### src/hw/rtl/fms_div_cell.sv
// ----------------------------------------------------------------------------
// fms_div_cell
// One restoring division step: shift remainder, subtract divisor when it fits,
// append one quotient bit and pass everything to the next cell.
// ----------------------------------------------------------------------------
module fms_div_cell #(
  parameter int unsigned DW  = 40,
  parameter int unsigned QW  = 30,
  parameter int unsigned SBW = 8
) (
  input  logic           clk_i,
  input  logic           rst_ni,
  input  logic           en_i,
  input  logic           vld_i,
  input  logic [DW-1:0]  rem_i,
  input  logic [DW-1:0]  dvs_i,
  input  logic [QW-1:0]  q_i,
  input  logic [SBW-1:0] sb_i,
  output logic           vld_o,
  output logic [DW-1:0]  rem_o,
  output logic [DW-1:0]  dvs_o,
  output logic [QW-1:0]  q_o,
  output logic [SBW-1:0] sb_o
);

  logic [DW:0]    rem2;
  logic [DW:0]    diff;
  logic           fits;
  logic           vld_q;
  logic [DW-1:0]  rem_q, rem_d;
  logic [DW-1:0]  dvs_q;
  logic [QW-1:0]  q_q, q_d;
  logic [SBW-1:0] sb_q;

  always_comb begin
    rem2  = {rem_i, 1'b0};
    diff  = rem2 - {1'b0, dvs_i};
    fits  = rem2 >= {1'b0, dvs_i};
    rem_d = fits ? diff[DW-1:0] : rem2[DW-1:0];
    q_d   = {q_i[QW-2:0], fits};
  end

  always_ff @(posedge clk_i or negedge rst_ni) begin
    if (!rst_ni) begin
      vld_q <= 1'b0;
    end else if (en_i) begin
      vld_q <= vld_i;
    end
  end

  always_ff @(posedge clk_i) begin
    if (en_i) begin
      rem_q <= rem_d;
      dvs_q <= dvs_i;
      q_q   <= q_d;
      sb_q  <= sb_i;
    end
  end

  assign vld_o = vld_q;
  assign rem_o = rem_q;
  assign dvs_o = dvs_q;
  assign q_o   = q_q;
  assign sb_o  = sb_q;

endmodule

### config.mk
export PLATFORM = sky130hd
export DESIGN_NAME = fms_div_cell
export DESIGN_NICKNAME = d
export VERILOG_FILES = /design/src/hw/rtl/fms_div_cell.sv
export SDC_FILE = /design/constraint.sdc
export NUM_CORES = 1
export LEC_CHECK = 0
export ABC_AREA = 0
export CELL_PAD_IN_SITES_DETAIL_PLACEMENT = 0
export CELL_PAD_IN_SITES_GLOBAL_PLACEMENT = 1
export CORE_MARGIN = 2
export CORE_UTILIZATION = 45
export DETAILED_ROUTE_END_ITERATION = 16
export DONT_BUFFER_PORTS = 1
export PLACE_DENSITY = 0.71
export SLEW_MARGIN = 20
export SYNTH_ARGS = -nofsm -noshare
export SYNTH_HDL_FRONTEND = slang
export SYNTH_SLANG_ARGS = --single-unit
### constraint.sdc
create_clock -name clk_i -period 1.4 [get_ports clk_i]
set_input_delay 0.14 -clock clk_i [delete_from_list [all_inputs] [get_ports clk_i]]
set_output_delay 0.14 -clock clk_i [all_outputs]
set_load 0.02 [all_outputs]
=== Yosys cells after proc, flatten, opt, wreduce, memory -nomap -nowiden ===
Index checks and enable logic that the tools add are counted.

* Register bits after elaboration: 119
* Output and inout port bits: 119

* Add/sub/neg operators: 1
* $lt $le $gt $ge: 1
* Mux-type cells: 1

{| class="wikitable"
|+ Operator list
! kind !! count
|-
| greater-or-equal comparator 41 x 40 -> 1 bit || 1
|-
| two-way mux 40 bit || 1
|-
| subtractor 40 bit || 1
|}

=== Longest topological paths before layout ===
Gate-level depths: netlist (run 1).

* Word-level depth: 2
* Depth in mapped cells: 15

=== Least setup slack after synthesis (run 1) ===
No wires, ideal clock.

* Path kind: input to register
* Start point: input dvs_i[23]
* End point: register rem_q[12] (netlist: rem_o[12]) (data pin)
* Arrival time: 2.494 ns
* Slack: -1.356 ns
* Stages: 12
* Buffers on the path: 2
* Cell sequence: inv_1 > ha_1 > clkbuf_1 > nand4_1 > or3_1 > o41a_1 > o221ai_2 > nor2_1 > o31a_4 > inv_4 > buf_12 > mux2_1

* Longest elaborated chain between the ends: 2

{| class="wikitable"
|+ RTL lines
! item !! line !! RTL
|-
| from (decl) || 16 || <nowiki>input logic [DW-1:0] dvs_i,</nowiki>
|-
| greater-or-equal comparator 41 x 40 -> 1 bit || 38 || <nowiki>fits = rem2 >= {1'b0, dvs_i};</nowiki>
|-
| two-way mux 40 bit || 39 || <nowiki>rem_d = fits ? diff[DW-1:0] : rem2[DW-1:0];</nowiki>
|-
| via rem_d[12] || 30 || <nowiki>logic [DW-1:0] rem_q, rem_d;</nowiki>
|-
| to (signal assigned) || 53 || <nowiki>rem_q <= rem_d;</nowiki>
|-
| to (decl) || 30 ||
|}

The timed path passes the listed nets, and every way through them passes these cells.
A chain may end at the register's enable or synchronous reset.

=== Worst setup path in the final report (run 1) ===
* Start point: input dvs_i[15]
* End point: register rem_q[36] (netlist: rem_o[36]) (data pin)

* Longest elaborated chain between the ends: 2
* Elaborated cells on any way between the ends: 3

{| class="wikitable"
|+ RTL lines
! item !! line
|-
| subtractor 40 bit or greater-or-equal comparator 41 x 40 -> 1 bit (tied branches) || 37, 38
|-
| two-way mux 40 bit (*) || 39
|-
| via rem_d[36] || 30
|}

Mark *: on every way through the listed nets, which the timed path passes. The rest lies on a longest branch.

==> reports/qor.txt, run 1 <==
Main combinational cell family by area after synthesis: compound AO/OA/AOI/OAI gates
Routing usage on met2: 42.8%
Crit path launch type: primary input
Die area: 15,300 µm²
Critical Path AT: 2460 ps
Post-synthesis xor/xnor area fraction: 4.89%
Num CTS Buffers: 17
Wire length after detailed routing: 19,300 µm
Pwr Density: 1180 nW/µm²
Async set-reset flop share out of synthesis: 0.840%
Layout Utilization: 73.7%
CP Capture Type: flip-flop
Top cell type's share of synthesized area: 55.0%
Top Ports: 241
Area leader, netlist: edfxtp_1
Synth Cell Area: 6450 µm²
Worst path max stage delay: 420 ps
Global route overflow: 0
Ant diodes: 0
Worst slack, placed: -1780 ps
Status: finished, violations left
Die Span Y: 124 µm
Post-Synth Adder-Cell Area: 8.07%
GR Util All Layers: 24.5%
Antenna violations before repair: 0
Worst-Skew Late Latency: 420 ps
Slew margin rel.: 71.9%
Max Freq: 436 MHz
Core Rows: 43
Clk buf depth: 2
Setup WS post-layout: -895 ps
Mapped Cells: 561
Layout Cells excl Fill: 1,016
CTS tree: yes
Hold buffers post-CTS: 119
Initial Util: 46.3%
Multiplexer share of the synthesized area: 1.73%
Max Clock Skew: 0 ps
Worst Tran Pin Value: 418 ps
Total negative slack: -33,030 ps
R2R Setup Slk: 500 ps
Final setup violating endpoints: 41
Vias in the first global route: 5,570
Die W: 124 µm
Largest net degree at the start of global routing: 120
Syn nets: 724
Most used routing layer: met2
Placed Area: 7750 µm²
Worst-path fanout max: 4
Crit path time final: 2300 ps
Design area: 10,300 µm²
Total power: 12.2 mW
Failing checks: hold timing, setup timing
Critical Path RT: 1570 ps
Clock transition at path regs: 60 ps
Dominant cells by area after synthesis: edfxtp_1, ha_1, a21oi_1, xnor2_1, inv_1
Initial detailed-routing violation count: 277
IO buf count: 0
Vias/cell: 5.26
Simple-gate portion of the synthesized area: 9.39%
Kind of critical path: in2reg
Hold slack: -171 ps
Post-synthesis cell type count: 68
Share of cells above drive strength 1: 36.8%
H-tree levels: 4
Crit-path cells: inv_1, ha_4, and3_4, nand4_1, buf_4, buf_4, o41a_1, o221ai_2, nor2_1, o31a_4, inv_6, mux2_1
Yosys warns: 0
Complex-gate fraction of the synthesized area: 15.6%
Ys flop type: edfxtp_1
Final ANT Viol Nets: 0
Slew Viols, Final: 0
Lkg Pwr: 4.18 nW
Final period utilization: 164%
GR met3 Demand/Resource: 6.46%
Unrepaired setup endpoints after global routing: yes
Met1 GRT Util: 29.0%
Max cap viols: 0
Avg Inst Size Synth: 11.5 µm²
Root buf cell: clkbuf_16
First-pass GRT wire length: 28,200 µm
DR vias: 5,349
Clk sinks: 119
Cell mode on critical path: buf_4
DP HPWL: 12,800 µm
Final Hold Fails: 56
Post-synth EDFFs: 118
Placed cells: 838
Worst Hold Class: in2reg
DRC viols: 0
WL per Instance: 19.0 µm
Yosys reg bits: 119
VDD IR max: 786 µV
DR pass1 iterations: 4
Nets: 986
Sequential fraction of the synthesis area: 55.3%
Core Footprint: 13,900 µm²
Slowest CP cell: o41a_1
Area delta synth->final: 59.3%
Final Wtd Congestion: 0.867
## final cells by class
cell class / count / area, µm²
multi-input cells: 373 / 3250
inverters: 52 / 245
flip-flops and latches: 119 / 3570
well taps: 180 / 225
fillers: 941 / 3660
clock buffers: 17 / 425
repair buffers: 258 / 2360
repair inverters: 2 / 20.0
clock inverters: 15 / 169
## cells in the mapped netlist (5+ instances only)
master	count
xnor2_1	23
o21bai_1	7
clkbuf_1	5
o21ai_0	19
edfxtp_1	118
nor2_1	48
nand4_1	6
nand2_1	34
mux2_1	8
inv_1	51
xor2_1	13
a21oi_1	67
a21o_1	24
ha_1	40
nor3_1	5
nand3_1	12
## logic make-up after synthesis
| kind of cell | after synthesis |
|---|---|
| XOR/XNOR | 36 |
| AND/OR/NAND/NOR | 130 |
| AO/OA/AOI/OAI | 156 |
| flip-flops | 119 |
| buffers and inverters | 69 |
| multiplexers | 10 |
| adder cells (fa/ha/maj) | 41 |
## where the power goes
group | internal [mW] | total (mW) | switching [mW] | leakage (nW)
sequential | 4.43 | 5.06 | 0.637 | 1.17
clock | 2.66 | 4.40 | 1.73 | 0.288
combinational | 1.51 | 2.70 | 1.20 | 2.73
## metal layers
layer / up-vias / wire (µm) / part of all wire [%]
li1: 2581 / - / -
met1: 2539 / 8030 / 42
met2: 205 / 9650 / 50
met3: 24 / 1310 / 6.8
met4: 0 / 324 / 1.7
met5: - / 0 / 0
## critical path, delay by kind of cell
kind / cells / cell delay, ps
AOI/OAI and AO/OA: 3 / 820
buffers and inverters: 4 / 460
and+or+nand+nor: 3 / 430
muxes: 1 / 330
adders and majority gates: 1 / 290
## worst paths after layout
path,start,end,depth (start not counted)
worst max register to register,vld_o,vld_o,1
worst max-delay path,dvs_i[15],rem_o[36],12
worst min-delay path,en_i,rem_o[33],0
worst min register to register,vld_o,vld_o,1
max in group asynchronous,rst_ni,vld_o,2
min in group asynchronous,rst_ni,vld_o,2
## state kept, by name, indices dropped and copies added, names as in the netlist
register / cells
dvs_o: 40
q_o: 30
sb_o: 8
rem_o: 40
vld_o: 1
## what timing repair did
action	in CTS	in global routing
pin swaps	27	14
buffers inserted	20	7
endpoints found under the setup margin	41	41
gates resized for setup	70	48
cloned	2	2
endpoints found under the hold margin	236	119
## cell usage in the layout (no fill, tap or decap), types with 7 or more instances in the layout
master,synthesis,routed
mux2_4,0,7
nand2_1,34,33
o21bai_1,7,7
nor2_1,48,33
xor2_1,13,13
dlygate4sd3_1,0,119
clkbuf_16,0,18
o21ai_0,19,13
ha_4,0,27
xnor2_1,23,22
nand3_1,12,11
a21oi_2,1,39
inv_2,0,9
edfxtp_1,118,118
a21oi_1,67,29
buf_4,3,122
ha_1,40,13
a21o_1,24,24
inv_1,51,36
buf_6,2,11
nor2_2,1,11
Power figures use the tool's default switching activity.
==> run 2: changes to the inputs <==
--- a/config.mk
+++ b/config.mk
@@ -13,6 +13,7 @@
 export DETAILED_ROUTE_END_ITERATION = 16
 export DONT_BUFFER_PORTS = 1
 export PLACE_DENSITY = 0.71
+export SKIP_LAST_GASP = 1
 export SLEW_MARGIN = 20
 export SYNTH_ARGS = -nofsm -noshare
 export SYNTH_HDL_FRONTEND = slang
==> reports/qor.txt, run 2 (synthesized netlist as in run 1, its figures left out) <==
Die area: 15,300 µm²
Pwr Density: 1180 nW/µm²
DRC viols: 0
Final setup violating endpoints: 41
DP HPWL: 12,800 µm
Flop pwr share: 41.6%
GR met3 Demand/Resource: 6.46%
Routing usage on met2: 42.9%
IO buf count: 0
Worst Tran Pin Value: 419 ps
Clk buf depth: 2
Worst-Skew Late Latency: 420 ps
Most frequent cells in the layout: buf_4, dlygate4sd3_1, edfxtp_1, a21oi_2, inv_1
Lkg Pwr: 4.20 nW
Int Pwr: 8.61 mW
Slew margin rel.: 71.8%
GR Util All Layers: 24.5%
Worst Hold Class: in2reg
Setup WS post-layout: -874 ps
Max Clock Skew: 0 ps
Failing checks: hold timing, setup timing
Layout Cells excl Fill: 1,018
Commonest non-fill, non-tap cell in the layout: buf_4
Fillers: 960
Initial detailed-routing violation count: 196
Crit path time final: 2270 ps
Root buf cell: clkbuf_16
Vias/cell: 5.23
Ant diodes: 0
Kind of critical path: in2reg
Total negative slack: -32,280 ps
CP Capture Type: flip-flop
Vias in the first global route: 5,572
Hold slack: -176 ps
Final Hold Fails: 87
Top Ports: 241
Design area: 10,300 µm²
Area delta synth->final: 59.7%
Slew Viols, Final: 0
Total power: 12.2 mW
Max Freq: 440 MHz
Core Rows: 43
Status: finished, violations left
DR vias: 5,328
Comb pwr share: 22.3%
VDD IR max: 789 µV
Crit path launch type: primary input
Max cap viols: 0
Antenna violations before repair: 0
Final Wtd Congestion: 0.867
NetSw: 3.57 mW
Switching Share: 29.3%
Share of cells above drive strength 1: 37.5%
Most used routing layer: met2
Met1 GRT Util: 28.9%
DR pass1 iterations: 6
Unrepaired setup endpoints after global routing: yes
Core Footprint: 13,900 µm²
First-pass GRT wire length: 28,200 µm
Placed Area: 7750 µm²
Final ANT Viol Nets: 0
Final period utilization: 162%
Critical Path RT: 1570 ps
Worst-path fanout max: 8
Largest net degree at the start of global routing: 120
Die W: 124 µm
Global route overflow: 0
Wire length after detailed routing: 19,200 µm
Initial Util: 46.3%
Nets: 988
Clk sinks: 119
Hold buffers post-CTS: 119
H-tree levels: 4
Critical Path AT: 2440 ps
Placed cells: 838
WL per Instance: 18.9 µm
Die Span Y: 124 µm
Num CTS Buffers: 17
Clock transition at path regs: 60 ps
CTS tree: yes
Clock Power Share: 36.1%
==> run 2: cell types whose count changed in the layout (fill, tap and decap cells not counted), sizes merged <==
cell	delta
clkinv	+1
inv	-2
buf	+3
==> run 2: power groups by stage <==
| stage | Clock, mW | Combinational [mW] | Sequential, mW |
|---|---|---|---|
| floorplan | 0 | 1.39 | 5.06 |
| global route | 4.62 | 2.94 | 5.10 |
| finish | 4.40 | 2.72 | 5.06 |
| global placement | 0 | 1.99 | 5.13 |
| detailed placement | 0 | 2.01 | 5.14 |
| CTS | 4.45 | 2.50 | 5.07 |
==> run 2: cell type report <==
type	count	area, µm²	area share [%]
Clock inverter	15	169	1.64
Multi-Input combinational cell	373	3270	31.7
Timing Repair inverter	1	16.3	0.158
Timing Repair Buffer	261	2370	23.1
Clock buffer	17	425	4.13
Tap cell	180	225	2.19
Sequential cell	119	3570	34.7
Inverter	52	250	2.43
==> run 2: through the flow <==
step           setup WS [ps]  util [%]
2_1_floorplan          -1270         -
3_3_place_gp           -1720      55.6
3_5_place_dp           -1780      55.6
4_1_cts                 -839      71.5
5_1_grt                 -923      73.9
6_report                -874      73.9
==> run 2: critical path, stage by stage <==
cell and delay [ps]:
inv_4 20, ha_4 250, and3_4 190, nand2_2 60, or4_4 520, o41a_1 340, o221ai_2 230, nor2_1 90
o31a_4 170, clkinv_8 120, mux2_4 310
==> run 2: what timing repair did <==
action / 4_1_cts / 5_1_grt
setup buffers: 20 / 12
cloned: 2 / 1
resized for setup: 63 / 67
pin swaps: 27 / 27
setup endpoints to repair: 41 / 41
endpoints found under the hold margin: 236 / 119
==> run 2: final timing paths <==
path | start | endpoint | slack, ps | cells past startpoint
max in group asynchronous | rst_ni | vld_o | 800 | 2
min reg2reg | vld_o | vld_o | 730 | 1
max reg2reg | vld_o | vld_o | 500 | 1
min in group asynchronous | rst_ni | vld_o | 490 | 2
min | en_i | rem_o[33] | -180 | 0
max | dvs_i[36] | rem_o[18] | -870 | 11
==> run 2: metal layers <==
layer | part of all wire (%) | vias up
met1 | 42 | 2529
met2 | 50 | 196
met3 | 6.6 | 24
met5 | 0 | -
li1 | - | 2579
met4 | 1.6 | 0
==> run 3: changes to the inputs <==
--- a/config.mk
+++ b/config.mk
@@ -10,9 +10,10 @@
 export CELL_PAD_IN_SITES_GLOBAL_PLACEMENT = 1
 export CORE_MARGIN = 2
 export CORE_UTILIZATION = 45
+export CTS_CLUSTER_DIAMETER = 60
 export DETAILED_ROUTE_END_ITERATION = 16
 export DONT_BUFFER_PORTS = 1
-export PLACE_DENSITY = 0.71
+export PLACE_DENSITY = 0.8
 export SKIP_LAST_GASP = 1
 export SLEW_MARGIN = 20
 export SYNTH_ARGS = -nofsm -noshare
==> constraint.sdc (replaced) <==
create_clock -name clk_i -period 1.4 [get_ports clk_i]
set_input_delay 0.14 -clock clk_i [delete_from_list [all_inputs] [get_ports clk_i]]
set_output_delay 0.14 -clock clk_i [all_outputs]
set_load 0.01 [all_outputs]
==> reports/qor.txt, run 3 (synthesized netlist as in run 1, its figures left out) <==
Final period utilization: 167%
Vias/cell: 5.40
Status: finished, violations left
Most frequent cells in the layout: buf_4, dlygate4sd3_1, edfxtp_1, inv_1, a21oi_1
Design area: 10,400 µm²
Hold slack: -169 ps
Die W: 124 µm
DP HPWL: 13,000 µm
Share of cells above drive strength 1: 36.9%
Global route overflow: 0
Slew Viols, Final: 0
Ant diodes: 0
Core Footprint: 13,900 µm²
Slew margin rel.: 78.1%
Max Clock Skew: 0 ps
Worst setup path start: dvs_i[33]
Initial Util: 46.3%
Lkg Pwr: 4.21 nW
Reg-to-reg endpoint: vld_o
Die Span Y: 124 µm
Area delta synth->final: 60.8%
Critical Path AT: 2500 ps
H-tree levels: 4
Critical Path RT: 1560 ps
DR pass1 iterations: 5
Kind of critical path: in2reg
CTS tree: yes
Worst-Skew Late Latency: 410 ps
Largest net degree at the start of global routing: 120
DRC viols: 0
Clk buf depth: 2
Num CTS Buffers: 17
CP Capture Type: flip-flop
VDD IR max: 779 µV
Placed Area: 7800 µm²
Core Rows: 43
Unrepaired setup endpoints after global routing: yes
Final Wtd Congestion: 0.892
Clock transition at path regs: 60 ps
Crit path time final: 2340 ps
Total negative slack: -34,310 ps
Vias in the first global route: 5,668
Antenna violations before repair: 0
Root buf cell: clkbuf_16
Crit path launch type: primary input
Commonest non-fill, non-tap cell in the layout: buf_4
Top Ports: 241
Final setup violating endpoints: 41
Nets: 992
Hold buffers post-CTS: 120
Max cap viols: 0
IO buf count: 0
R2R Setup Slk: 30 ps
Initial detailed-routing violation count: 376
GR Util All Layers: 25.4%
Reg2reg start: vld_o
WL per Instance: 19.8 µm
Reg2reg path depth: 2
Max Freq: 428 MHz
Final Hold Fails: 118
First-pass GRT wire length: 29,200 µm
Worst Tran Pin Value: 329 ps
Wire length after detailed routing: 20,300 µm
DR vias: 5,515
Setup WS post-layout: -935 ps
Pwr Density: 1130 nW/µm²
Final ANT Viol Nets: 0
Worst Hold Class: in2reg
Die area: 15,300 µm²
Worst Setup EP: rem_o[12]
Layout Utilization: 74.4%
Clk sinks: 119
Failing checks: hold timing, setup timing
Worst-path fanout max: 5
run 3: cell types whose count changed in the layout (fill, tap and decap cells not counted), moves of 3 or more:
cell        delta
ha_1           -3
mux2_4         -3
nor2_4         +7
nor2_1         -4
a21oi_2        -3
inv_2          -3
mux2_1         +3
nor2_2         -3
a21oi_1        +5
clkinvlp_4     +5
ha_4           +3
run 3: area by class of cell:
cell class | instances | area (µm²)
Fill cell | 894 | 3570
Inverter | 52 | 246
Multi-Input combinational cell | 373 | 3290
Tap cell | 180 | 225
Timing Repair Buffer | 266 | 2480
Sequential cell | 119 | 3570
Clock buffer | 17 | 425
Clock inverter | 15 | 129
run 3: worst min-delay path by stage:
stage	from	endpoint	slack, ps	cells after the start
finish	en_i	rem_o[32]	-170	0
global route	en_i	dvs_o[32]	-180	0
CTS	en_i	rem_o[32]	-180	0
detailed placement	rst_ni	vld_o	-160	0
global placement	rst_ni	vld_o	-160	0
floorplan	rst_ni	vld_o	-160	0
run 3: where the power goes:
| part | switching, mW | internal (mW) | total (mW) |
|---|---|---|---|
| combinational | 1.24 | 1.56 | 2.81 |
| clock | 1.69 | 2.43 | 4.12 |
| sequential | 0.369 | 4.42 | 4.79 |
| total | 3.30 | 8.41 | 11.7 |
run 3: stage by stage:
step	cells	hold slack [ps]	worst slack, ps	power, mW
global placement	842	-156	-1540	6.85
CTS	1013	-180	-889	11.5
floorplan	561	-156	-1270	6.16
finish	1022	-169	-935	11.7
global route	1022	-181	-985	12.2
detailed placement	842	-156	-1640	6.88
run 3: critical path: stages:
cell	delay [ps]
inv_6	10
ha_4	250
nand4_1	190
or4_4	560
o41a_1	350
o221ai_2	200
nor2_1	90
o31a_4	140
inv_8	90
buf_12	120
mux2_1	340
run 3: layer usage:
layer	GRT usage (%)	share of wire, %
met5	0	0
met4	9.59	2.5
met1	29.2	40
met3	7.28	7.9
met2	44.7	50
run 3: what timing repair did:
item | 4_1_cts | 5_1_grt
pin swaps | 21 | 21
resized for setup | 58 | 61
buffers inserted | 19 | 9
setup endpoints to repair | 41 | 41
hold endpoints to repair | 236 | 118
gates cloned | 2 | 3
